### src/design/rgbpg_pkg.sv
`default_nettype none
package rgbpg_pkg;

    localparam int ADDR_W = 4;
    localparam int DATA_W = 32;

    localparam logic [9:0] LUMA_R     = 10'd306;
    localparam logic [9:0] LUMA_G     = 10'd601;
    localparam logic [9:0] LUMA_B     = 10'd117;
    localparam int         LUMA_SHIFT = 10;
    localparam logic [7:0] FULL       = 8'd255;

    // register index = paddr[3:2]
    typedef enum logic [1:0] {
        REG_GRAY_MODE  = 2'd0,
        REG_SRC_ALPHA  = 2'd1,
        REG_COLOR_KEY  = 2'd2
    } t_reg_idx;

    typedef struct packed {
        logic        gray_mode;
        logic        source_has_alpha;
        logic [31:0] color_key;
    } t_cfg;

    // c*a/255 truncated; exact for products below 65535
    function automatic logic [7:0] premul(input logic [7:0] c, input logic [7:0] a);
        logic [15:0] p;
        logic [16:0] q;
        p = c * a;
        q = {1'b0, p} + {9'b0, p[15:8]} + 17'd1;
        return q[15:8];
    endfunction

endpackage
`default_nettype wire

### src/design/rgbpg_if.sv
`default_nettype none
interface rgbpg_in_if;
    logic       valid;
    logic       ready;
    logic [7:0] red_in;
    logic [7:0] green_in;
    logic [7:0] blue_in;
    logic [7:0] alpha_in;
    logic       last_pixel;

    modport source (output valid, red_in, green_in, blue_in, alpha_in, last_pixel,
                    input ready);
    modport sink   (input valid, red_in, green_in, blue_in, alpha_in, last_pixel,
                    output ready);
endinterface

interface rgbpg_out_if;
    logic       valid;
    logic       ready;
    logic [7:0] blue_out;
    logic [7:0] green_out;
    logic [7:0] red_out;
    logic [7:0] alpha_out;
    logic       alpha_used;
    logic       image_done;

    modport source (output valid, blue_out, green_out, red_out, alpha_out, alpha_used,
                    image_done, input ready);
    modport sink   (input valid, blue_out, green_out, red_out, alpha_out, alpha_used,
                    image_done, output ready);
endinterface
`default_nettype wire

### src/design/rgbpg_regs.sv
`default_nettype none
module rgbpg_regs (
    input  wire logic                         i_clk,
    input  wire logic                         i_rst_n,
    input  wire logic                         psel,
    input  wire logic                         penable,
    input  wire logic                         pwrite,
    input  wire logic [rgbpg_pkg::ADDR_W-1:0] paddr,
    input  wire logic [rgbpg_pkg::DATA_W-1:0] pwdata,
    output      logic [rgbpg_pkg::DATA_W-1:0] prdata,
    output      logic                         pready,
    output      rgbpg_pkg::t_cfg              o_cfg
);
    import rgbpg_pkg::*;

    t_cfg     r_cfg;
    t_reg_idx idx;
    logic     wr;

    assign pready = 1'b1;
    assign idx    = t_reg_idx'(paddr[3:2]);
    assign wr     = psel & penable & pwrite & pready;

    always_ff @(posedge i_clk) begin
        if (!i_rst_n) begin
            r_cfg <= '0;
        end else if (wr) begin
            case (idx)
                REG_GRAY_MODE: r_cfg.gray_mode        <= pwdata[0];
                REG_SRC_ALPHA: r_cfg.source_has_alpha <= pwdata[0];
                REG_COLOR_KEY: r_cfg.color_key        <= pwdata;
                default: ;
            endcase
        end
    end

    always_comb begin
        case (idx)
            REG_GRAY_MODE: prdata = {31'b0, r_cfg.gray_mode};
            REG_SRC_ALPHA: prdata = {31'b0, r_cfg.source_has_alpha};
            REG_COLOR_KEY: prdata = r_cfg.color_key;
            default:       prdata = '0;
        endcase
    end

    assign o_cfg = r_cfg;
endmodule
`default_nettype wire

### src/design/rgba_premultiply_gray_colorkey_top.sv
`default_nettype none
// RGBA pixel to BGRA pixel converter with alpha premultiply, luma gray and
// color keying.
//
// Channels: in_ch (sink) takes one RGBA pixel plus last_pixel per transfer;
// out_ch (source) gives one BGRA pixel plus alpha_used / image_done per
// transfer. Both are valid/ready; a transfer happens when both are high.
// Config: APB-style port, registers at 0x0 gray_mode, 0x4 source_has_alpha,
// 0x8 color_key. pready is tied high; write only while the stream is idle.
//
// Pipeline: input register, premultiply register and result register, in that
// order, lie between an input transfer and its result on out_ch.
// Throughput: one pixel per clock while out_ch.ready stays high, since every
// stage loads in any cycle where the stage ahead is empty or moving on.
//
// Reset (synchronous, active low) clears the config registers, all stage
// valid bits and the sticky per-image flag.
//
// Stall: when out_ch.ready is low, the pipeline fills up; each stage holds
// while the stage ahead is full and blocked, so in_ch.ready drops only
// once all three stages hold a pixel. Bubbles are squeezed out.
module rgba_premultiply_gray_colorkey_top (
    input  wire logic                         i_clk,
    input  wire logic                         i_rst_n,
    input  wire logic                         psel,
    input  wire logic                         penable,
    input  wire logic                         pwrite,
    input  wire logic [rgbpg_pkg::ADDR_W-1:0] paddr,
    input  wire logic [rgbpg_pkg::DATA_W-1:0] pwdata,
    output      logic [rgbpg_pkg::DATA_W-1:0] prdata,
    output      logic                         pready,
    rgbpg_in_if.sink                          in_ch,
    rgbpg_out_if.source                       out_ch
);
    import rgbpg_pkg::*;

    t_cfg cfg;

    rgbpg_regs u_regs (
        .i_clk   (i_clk),
        .i_rst_n (i_rst_n),
        .psel    (psel),
        .penable (penable),
        .pwrite  (pwrite),
        .paddr   (paddr),
        .pwdata  (pwdata),
        .prdata  (prdata),
        .pready  (pready),
        .o_cfg   (cfg)
    );

    // stage control
    logic r_v0, r_v1, r_v2;
    logic adv0, adv1, adv2;

    assign adv2 = !r_v2 || out_ch.ready;   // result reg can load
    assign adv1 = !r_v1 || adv2;           // premul reg can load
    assign adv0 = !r_v0 || adv1;           // input reg can load

    assign in_ch.ready = adv0;

    // stage 0: input register
    logic [7:0] r_r0, r_g0, r_b0, r_a0;
    logic       r_l0;

    always_ff @(posedge i_clk) begin
        if (!i_rst_n) begin
            r_v0 <= 1'b0;
        end else if (adv0) begin
            r_v0 <= in_ch.valid;
        end
    end

    always_ff @(posedge i_clk) begin
        if (adv0 && in_ch.valid) begin
            r_r0 <= in_ch.red_in;
            r_g0 <= in_ch.green_in;
            r_b0 <= in_ch.blue_in;
            r_a0 <= in_ch.alpha_in;
            r_l0 <= in_ch.last_pixel;
        end
    end

    // stage 1: premultiply
    logic       do_pm;
    logic [7:0] n_r1, n_g1, n_b1;
    logic [7:0] r_r1, r_g1, r_b1, r_a1;
    logic       r_l1, r_pm1;

    assign do_pm = cfg.source_has_alpha && (r_a0 != FULL);

    always_comb begin
        n_r1 = do_pm ? premul(r_r0, r_a0) : r_r0;
        n_g1 = do_pm ? premul(r_g0, r_a0) : r_g0;
        n_b1 = do_pm ? premul(r_b0, r_a0) : r_b0;
    end

    always_ff @(posedge i_clk) begin
        if (!i_rst_n) begin
            r_v1 <= 1'b0;
        end else if (adv1) begin
            r_v1 <= r_v0;
        end
    end

    always_ff @(posedge i_clk) begin
        if (adv1 && r_v0) begin
            r_r1  <= n_r1;
            r_g1  <= n_g1;
            r_b1  <= n_b1;
            r_a1  <= r_a0;
            r_l1  <= r_l0;
            r_pm1 <= do_pm;
        end
    end

    // stage 2: luma gray, color key, sticky flag
    logic [17:0] luma_sum;
    logic [7:0]  y, n_r, n_g, n_b;
    logic [31:0] packed_px;
    logic        key_hit, used;
    logic        r_seen;
    logic [7:0]  r_bo, r_go, r_ro, r_ao;
    logic        r_used, r_done;

    always_comb begin
        luma_sum = 18'(r_r1) * 18'(LUMA_R) + 18'(r_g1) * 18'(LUMA_G)
                 + 18'(r_b1) * 18'(LUMA_B);
        y        = luma_sum[LUMA_SHIFT +: 8];
        n_r      = cfg.gray_mode ? y : r_r1;
        n_g      = cfg.gray_mode ? y : r_g1;
        n_b      = cfg.gray_mode ? y : r_b1;
        packed_px = {r_a1, n_r, n_g, n_b};
        key_hit  = (cfg.color_key != 32'd0) && (packed_px == cfg.color_key);
        used     = r_seen || r_pm1 || key_hit;
    end

    always_ff @(posedge i_clk) begin
        if (!i_rst_n) begin
            r_v2   <= 1'b0;
            r_seen <= 1'b0;
        end else if (adv2) begin
            r_v2 <= r_v1;
            if (r_v1) begin
                r_seen <= used && !r_l1;   // cleared after the image's last pixel
            end
        end
    end

    always_ff @(posedge i_clk) begin
        if (adv2 && r_v1) begin
            r_bo   <= key_hit ? 8'd0 : n_b;
            r_go   <= key_hit ? 8'd0 : n_g;
            r_ro   <= key_hit ? 8'd0 : n_r;
            r_ao   <= key_hit ? 8'd0 : r_a1;
            r_used <= used;
            r_done <= r_l1;
        end
    end

    assign out_ch.valid      = r_v2;
    assign out_ch.blue_out   = r_bo;
    assign out_ch.green_out  = r_go;
    assign out_ch.red_out    = r_ro;
    assign out_ch.alpha_out  = r_ao;
    assign out_ch.alpha_used = r_used;
    assign out_ch.image_done = r_done;
endmodule
`default_nettype wire
### src/flat_wrapper.sv
// flat-port wrapper written by rule: the top's interface ports become plain ports
module rgba_premultiply_gray_colorkey_top_flat import rgbpg_pkg::*;
  (i_clk, i_rst_n, psel, penable, pwrite, paddr, pwdata, prdata, pready, in_ch_valid, in_ch_red_in, in_ch_green_in, in_ch_blue_in, in_ch_alpha_in, in_ch_last_pixel, in_ch_ready, out_ch_valid, out_ch_blue_out, out_ch_green_out, out_ch_red_out, out_ch_alpha_out, out_ch_alpha_used, out_ch_image_done, out_ch_ready);
  rgbpg_in_if in_ch_i ();
  rgbpg_out_if out_ch_i ();
  input  wire logic i_clk;
  input  wire logic i_rst_n;
  input  wire logic psel;
  input  wire logic penable;
  input  wire logic pwrite;
  input  wire logic [rgbpg_pkg::ADDR_W-1:0] paddr;
  input  wire logic [rgbpg_pkg::DATA_W-1:0] pwdata;
  output      logic [rgbpg_pkg::DATA_W-1:0] prdata;
  output      logic pready;
  input wire logic [$bits(in_ch_i.valid)-1:0] in_ch_valid;
  input wire logic [$bits(in_ch_i.red_in)-1:0] in_ch_red_in;
  input wire logic [$bits(in_ch_i.green_in)-1:0] in_ch_green_in;
  input wire logic [$bits(in_ch_i.blue_in)-1:0] in_ch_blue_in;
  input wire logic [$bits(in_ch_i.alpha_in)-1:0] in_ch_alpha_in;
  input wire logic [$bits(in_ch_i.last_pixel)-1:0] in_ch_last_pixel;
  output wire logic [$bits(in_ch_i.ready)-1:0] in_ch_ready;
  output wire logic [$bits(out_ch_i.valid)-1:0] out_ch_valid;
  output wire logic [$bits(out_ch_i.blue_out)-1:0] out_ch_blue_out;
  output wire logic [$bits(out_ch_i.green_out)-1:0] out_ch_green_out;
  output wire logic [$bits(out_ch_i.red_out)-1:0] out_ch_red_out;
  output wire logic [$bits(out_ch_i.alpha_out)-1:0] out_ch_alpha_out;
  output wire logic [$bits(out_ch_i.alpha_used)-1:0] out_ch_alpha_used;
  output wire logic [$bits(out_ch_i.image_done)-1:0] out_ch_image_done;
  input wire logic [$bits(out_ch_i.ready)-1:0] out_ch_ready;
  assign in_ch_i.valid = in_ch_valid;
  assign in_ch_i.red_in = in_ch_red_in;
  assign in_ch_i.green_in = in_ch_green_in;
  assign in_ch_i.blue_in = in_ch_blue_in;
  assign in_ch_i.alpha_in = in_ch_alpha_in;
  assign in_ch_i.last_pixel = in_ch_last_pixel;
  assign in_ch_ready = in_ch_i.ready;
  assign out_ch_valid = out_ch_i.valid;
  assign out_ch_blue_out = out_ch_i.blue_out;
  assign out_ch_green_out = out_ch_i.green_out;
  assign out_ch_red_out = out_ch_i.red_out;
  assign out_ch_alpha_out = out_ch_i.alpha_out;
  assign out_ch_alpha_used = out_ch_i.alpha_used;
  assign out_ch_image_done = out_ch_i.image_done;
  assign out_ch_i.ready = out_ch_ready;
  rgba_premultiply_gray_colorkey_top u_core (.i_clk(i_clk), .i_rst_n(i_rst_n), .psel(psel), .penable(penable), .pwrite(pwrite), .paddr(paddr), .pwdata(pwdata), .prdata(prdata), .pready(pready), .in_ch(in_ch_i), .out_ch(out_ch_i));
endmodule
### config.mk
export PLATFORM = sky130hd
export DESIGN_NAME = rgba_premultiply_gray_colorkey_top_flat
export DESIGN_NICKNAME = d
export VERILOG_FILES = /design/src/design/rgbpg_pkg.sv /design/src/design/rgbpg_if.sv /design/src/design/rgbpg_regs.sv /design/src/design/rgba_premultiply_gray_colorkey_top.sv /design/src/flat_wrapper.sv
export SDC_FILE = /design/constraint.sdc
export NUM_CORES = 1
export LEC_CHECK = 0
export ABC_AREA = 1
export BUFFER_PORTS_ARGS = -buffer_cell sky130_fd_sc_hd__buf_2
export CORE_ASPECT_RATIO = 1.25
export CORE_UTILIZATION = 60
export DETAILED_ROUTE_END_ITERATION = 6
export PLACE_DENSITY = 0.91
export RECOVER_POWER = 50
export SLEW_MARGIN = 20
export SYNTH_ARGS = -nofsm -noshare
export SYNTH_HDL_FRONTEND = slang
export SYNTH_HIERARCHICAL = 1
export SYNTH_SLANG_ARGS = --single-unit
### constraint.sdc
create_clock -name i_clk -period 7.3 [get_ports i_clk]
set_input_delay 1.46 -clock i_clk [delete_from_list [all_inputs] [get_ports i_clk]]
set_output_delay 1.46 -clock i_clk [all_outputs]
set_load 0.01 [all_outputs]
* After elaboration in Yosys (flattened, before gate mapping) *
Index checks and enable logic that the tools add are counted.

word-level totals
  register bits after elaboration = 139
  latch bits = 0
  memory bits (writable) = 0
  memory bits (read-only) = 0
  input bits = 76
  output and inout bits = 69
  memories = 0

cells by class
  add/subtract/negate cells = 8
  $mul = 6
  divide/modulo/power cells = 0
  order comparisons = 0
  eq/ne operators = 4
  shift-type cells = 0
  mux-type cells = 7
  bitwise logic cells = 2
  reductions and logical operators = 21

operator list
  cell                                                count
  one-hot mux 32 bit (3 select lines)                 1
  adder 16 x 1 -> 16 bit, second input constant       3
  adder 16 x 8 -> 16 bit                              3
  multiplier 8 x 8 -> 16 bit                          3
  two-way mux 8 bit                                   6
  == test 32 bit                                      1
  nonzero test 32 bit                                 1
  adder 17 x 18 -> 18 bit                             1
  adder 18 x 15 -> 18 bit                             1
  multiplier 8 x 10 -> 18 bit, second input constant  1
  multiplier 8 x 8 -> 16 bit, second input constant   1
  multiplier 8 x 7 -> 15 bit, second input constant   1
  inequality test 8 bit, second input constant        1
  AND reduction 2 bit                                 4
  logical AND 1 bit                                   6
  logical OR 1 bit                                    5
  logical NOT 1 bit                                   4
  bitwise AND 1 bit                                   2
  == test 2 x 1 -> 1 bit, second input constant       1
  == test 2 bit, second input constant                1
  logical NOT 2 bit                                   1

* Depth between registers and ports, before layout *
  depth after elaboration = 8
  gate-level depth with buffers = 39

* Cells and area by module *
The synthesis kept the hierarchy.

by module, submodules not included
  module                              times used  cells each  area each (um^2)  sequential area each (um^2)
  rgba_premultiply_gray_colorkey_top  1           2026        16184.3           3113.0
  rgbpg_regs                          1           297         1779.2            680.7

* Least setup slack after synthesis *
No wires, ideal clock.

  path kind = register to register
  from = register u_core.r_r1[3]
  to = register u_core.r_ao[0], in the netlist u_core/out_ch.alpha_out[0], data pin
  arrival time = 6.174 ns
  data required time = 7.048 ns
  slack = 0.874 ns
  cell stages (with the launch flop) = 38
  buffers on the path = 2
  cells stage by stage = edfxtp_1 -> ha_1 -> ha_1 -> ha_1 -> inv_1 -> fa_1 -> inv_1 -> ha_1 -> nand3_1 -> nand2_1 -> a21oi_1 -> o21bai_1 -> a21oi_1 -> o21ai_0 -> xnor2_1 -> inv_1 -> ha_1 -> inv_1 -> [2 not listed] -> inv_1 -> ha_1 -> nand2_1 -> nor2_1 -> and2_1 -> nand2_1 -> nand3_1 -> nand2_1 -> nand3_2 -> nand2_2 -> xor2_1 -> nor3_2 -> nand4_1 -> nor2_1 -> and2_1 -> buf_6 -> buf_6 -> nor2_1

on the way
  cells in the longest elaborated chain, start to end = 6
  elaborated cells on any way between the ends = 8
  those cells by class = add/sub (2); mul (1); eq/ne (1); mux (3); reduce/logical (1)

RTL lines
  what                                         RTL line                                                                                                                         RTL
  start: declaration                           rgba_premultiply_gray_colorkey_top.sv:87                                                                                         logic [7:0] r_r1, r_g1, r_b1, r_a1;
  start signal: assignment                     rgba_premultiply_gray_colorkey_top.sv:108                                                                                        r_r1 <= n_r1;
  multiplier 8 x 8 -> 16 bit                   rgba_premultiply_gray_colorkey_top.sv:127                                                                                        luma_sum = 18'(r_r1) * 18'(LUMA_R) + 18'(r_g1) * 18'(LUMA_G)
  adder 17 x 18 -> 18 bit                      rgba_premultiply_gray_colorkey_top.sv:127
  adder 18 x 15 -> 18 bit                      rgba_premultiply_gray_colorkey_top.sv:128                                                                                        + 18'(r_b1) * 18'(LUMA_B);
  two-way mux 8 bit, on equally long branches  rgba_premultiply_gray_colorkey_top.sv:132, rgba_premultiply_gray_colorkey_top.sv:130, rgba_premultiply_gray_colorkey_top.sv:131
  == test 32 bit (*)                           rgba_premultiply_gray_colorkey_top.sv:134                                                                                        key_hit = (cfg.color_key != 32'd0) && (packed_px == cfg.color_key);
  logical AND 1 bit (*)                        rgba_premultiply_gray_colorkey_top.sv:134
  end signal: assignment                       rgba_premultiply_gray_colorkey_top.sv:155                                                                                        r_ao <= key_hit ? 8'd0 : r_a1;
  end: declaration                             rgba_premultiply_gray_colorkey_top.sv:123                                                                                        logic [7:0] r_bo, r_go, r_ro, r_ao;

Mark *: on every way between the ends. The rest lies on a longest branch, timed or not.
A chain may end at the register's enable or synchronous reset.

* Worst setup path after layout *
  from = register u_core.r_r1[2]
  to = register u_core.r_ao[4], in the netlist u_core/out_ch.alpha_out[4], data pin

The elaborated chain is that of the path after synthesis.

==> results.md <==
* Status: finished, violations left
* Violated checks: max-capacitance violations, max-slew violations
* # nets final at 2932
* Fin util at 67.5%
* Min cycle time layout at 7260 ps
* Final Hold Viols at 0
* Area leader, netlist: fa_1
* Post-Syn Instances at 2323
* Arrival time worst endpoint at 7450 ps
* Post-DP HPWL at 34.5 mm
* Via count at 16.0k
* Slew headroom at -22.2%
* Hold path cells at 0
* CP Launch Type: register
* Placement Cell Area at 0.0189 mm^2
* Placed insts at 2798
* EDFF count, synth at 101
* CP Max Fanout at 11
* CP max stage cell: fa_1
* Synth Flop Type: edfxtp_1
* Core Region at 0.0293 mm^2
* Initial antenna violation count at 0
* Final worst-path cycle share at 99.4%
* Largest net degree at the start of global routing at 37
* Fin cells at 2846
* Routability cong. at 0.947
* Max_cap viols at 4
* Final Setup Violations at 0
* FMAX at 138 MHz
* N_diodes at 0
* Final instance area at 0.0198 mm^2
* Pwr Density at 384 mW/mm^2
* R2R cell count at 32
* Proportion of layout cells with a drive suffix above 1 at 9.84%
* Total gr overflow at 0
* Top post-synthesis cells by count: inv_1, nand2_1, ha_1
* Area of the multi-input gates at 0.0118 mm^2
* VDD IR max at 0.437 mV
* Rows at 70
* Top Ports at 145
* Crit path kind: reg -> reg
* Clock latency at the later pin of the worst-skew pair at 440 ps
* Worst path max stage delay at 520 ps
* Clock Pin Slew Worst Setup and Hold Paths at 80 ps
* Die Area at 0.0306 mm^2
* Port Buffer Count at 141
* Area grow syn2layout at 10.2%
* Vias per Instance at 5.63
* CTS H-Tree Depth at 4
* Net Count, Synth at 2818
* Initial Utilization at 61.2%
* Actual slew at the worst max-slew pin at 1830 ps
* Average size of a mapped cell at 7.73 um^2
* Die height at 195 um
* Detailed Route WL at 48.1 mm
* Filler instances at 2134
* Leak at 11.0 nW
* Hold/Removal Path Class: reg -> reg
* Post-synth top area share at 19.8%
* CTS Buffer Depth at 2
* TritonRoute pass-1 iters at 6
* Cell mode on critical path: ha_1
* First DRT Iteration DRCs at 1508
* Clock root cell: clkbuf_16
* Slew Limit Fails at 136
* Yosys warnings at 6
* CTS tree: yes
* Count of different cell masters after synthesis at 41
* FFs w/ async S/R, synth at 0%
* Clk sinks at 139
* Crit end category: register
* Seq. cell area at 0.00379 mm^2
* First-pass GRT wire length at 75.2 mm
* Total track usage at 31.3%
* Syn Std Cell Area at 0.0180 mm^2
* Number of synthesized register bits at 139
* Layout Skew at 16.0 ps
* Count leader, synth: inv_1
* Post-DR wirelength/cell at 16.9 um
* Seq/Total Area, Yosys at 21.1%
* Req. time, crit path at 7490 ps
* Antenna viol nets, final at 0
* Top cells by area, synth: fa_1, edfxtp_1, ha_1
* CTS buffer count at 17
* Die Span X at 157 um
* DRC Markers at 0
* Vias in the first global route at 16.2k
## final cells by class
cell class                 count  area share, %
multi-input combinational   1526           59.6
timing repair buffer         171           4.67
clock inverter                15          0.891
clock buffer                  17           2.15
sequential                   139           19.2
inverter                     582           11.0
tap                          396           2.50
## per-stage QoR
step	worst slack (ps)	total power, W	TNS, ps	hold WS (ps)
after floorplan	874	0.00496	0	400
final	40.5	0.00760	0	449
after CTS	4.28	0.00709	0	439
after global routing	-228	0.00834	-6900	452
after global placement	230	0.00581	0	405
after detailed placement	-23.9	0.00603	-77.8	409
## repair_timing
action | in CTS | in global routing
setup endpoints to repair | 33 | 40
endpoints found under the hold margin | 0 | 0
pin swaps | 0 | 13
buffers inserted | 3 | 13
resized for setup | 5 | 33
hold buffers | 0 | 0
## state kept, by name, summed over array words and instances, names as in the netlist, 8 cells and up
signal                   flops
u_core/out_ch.alpha_out      8
u_core/out_ch.blue_out       8
u_core/out_ch.green_out      8
u_core/out_ch.red_out        8
u_core/r_a0                  8
u_core/r_a1                  8
u_core/r_b0                  8
u_core/r_b1                  8
u_core/r_g0                  8
u_core/r_g1                  8
u_core/r_r0                  8
u_core/r_r1                  8
u_core/u_regs/o_cfg         34
## placed cells by master, fill, tap and decap left out, drive strengths merged
cell     Yosys  routed
or2         15      15
nor2       211     211
nand4       13      13
conb         1       1
o31ai        3       3
a21o         6       6
nand3b      13      13
buf         25     144
ha         241     241
inv        582     592
a211oi       2       2
a31oi        4       4
xnor2       15      15
clkbuf      51      44
o2111ai      2       2
and3         1       1
nand3      120     120
o22ai        1       1
nor4         8       8
dfxtp       38      38
nand2      529     529
o211ai       6       6
o21bai       9       9
nor3        11      11
fa         178     178
o21ai       31      31
edfxtp     101     101
and2         4       4
xor2        33      33
a21oi       67      67
clkinv       0       5
a21boi       2       2
## worst max-delay path: cells and delay by family (launching register included)
family,cells,cell delay [ps]
XOR/XNOR,1,170
AND/OR/NAND/NOR,13,1680
flip-flops,1,420
adder cells (fa/ha/maj),9,3400
buffers and inverters,6,730
AO/OA/AOI/OAI,3,590
## per-layer routing
layer | up-vias | GRT usage, % | share of wire [%]
li1 | 7275 | - | -
met1 | 7479 | 34.6 | 35
met2 | 947 | 55.6 | 50
met3 | 309 | 4.53 | 7.8
met4 | 0 | 20.3 | 7.4
met5 | - | 0 | 0
## power by group
part,internal [W],total [W],leakage (nW),switching (W)
combinational,0.00208,0.00576,9.45,0.00368
sequential,0.000890,0.000955,1.26,0.0000646
clock,0.000464,0.000887,0.298,0.000423
## logic make-up after synthesis
group | count (synthesis) | synth area share (%)
AO/OA/AOI/OAI | 133 | 4.19
XOR/XNOR | 48 | 2.34
adder cells (fa/ha/maj) | 419 | 36.6
buffers and inverters | 658 | 14.1
flip-flops | 139 | 21.1
other | 1 | 0.0209
AND/OR/NAND/NOR | 925 | 21.6
## worst paths after layout
kind | end | slack (ps) | startpoint
setup reg to reg | u_core/out_ch.alpha_out[4] | 40 | u_core/r_r1[2]
hold reg to reg | u_core/r_l1 | 450 | u_core/r_l0
setup / recovery | u_core/out_ch.alpha_out[4] | 40 | u_core/r_r1[2]
hold / removal | u_core/r_l1 | 450 | u_core/r_l0
Power figures use the tool's default switching activity.
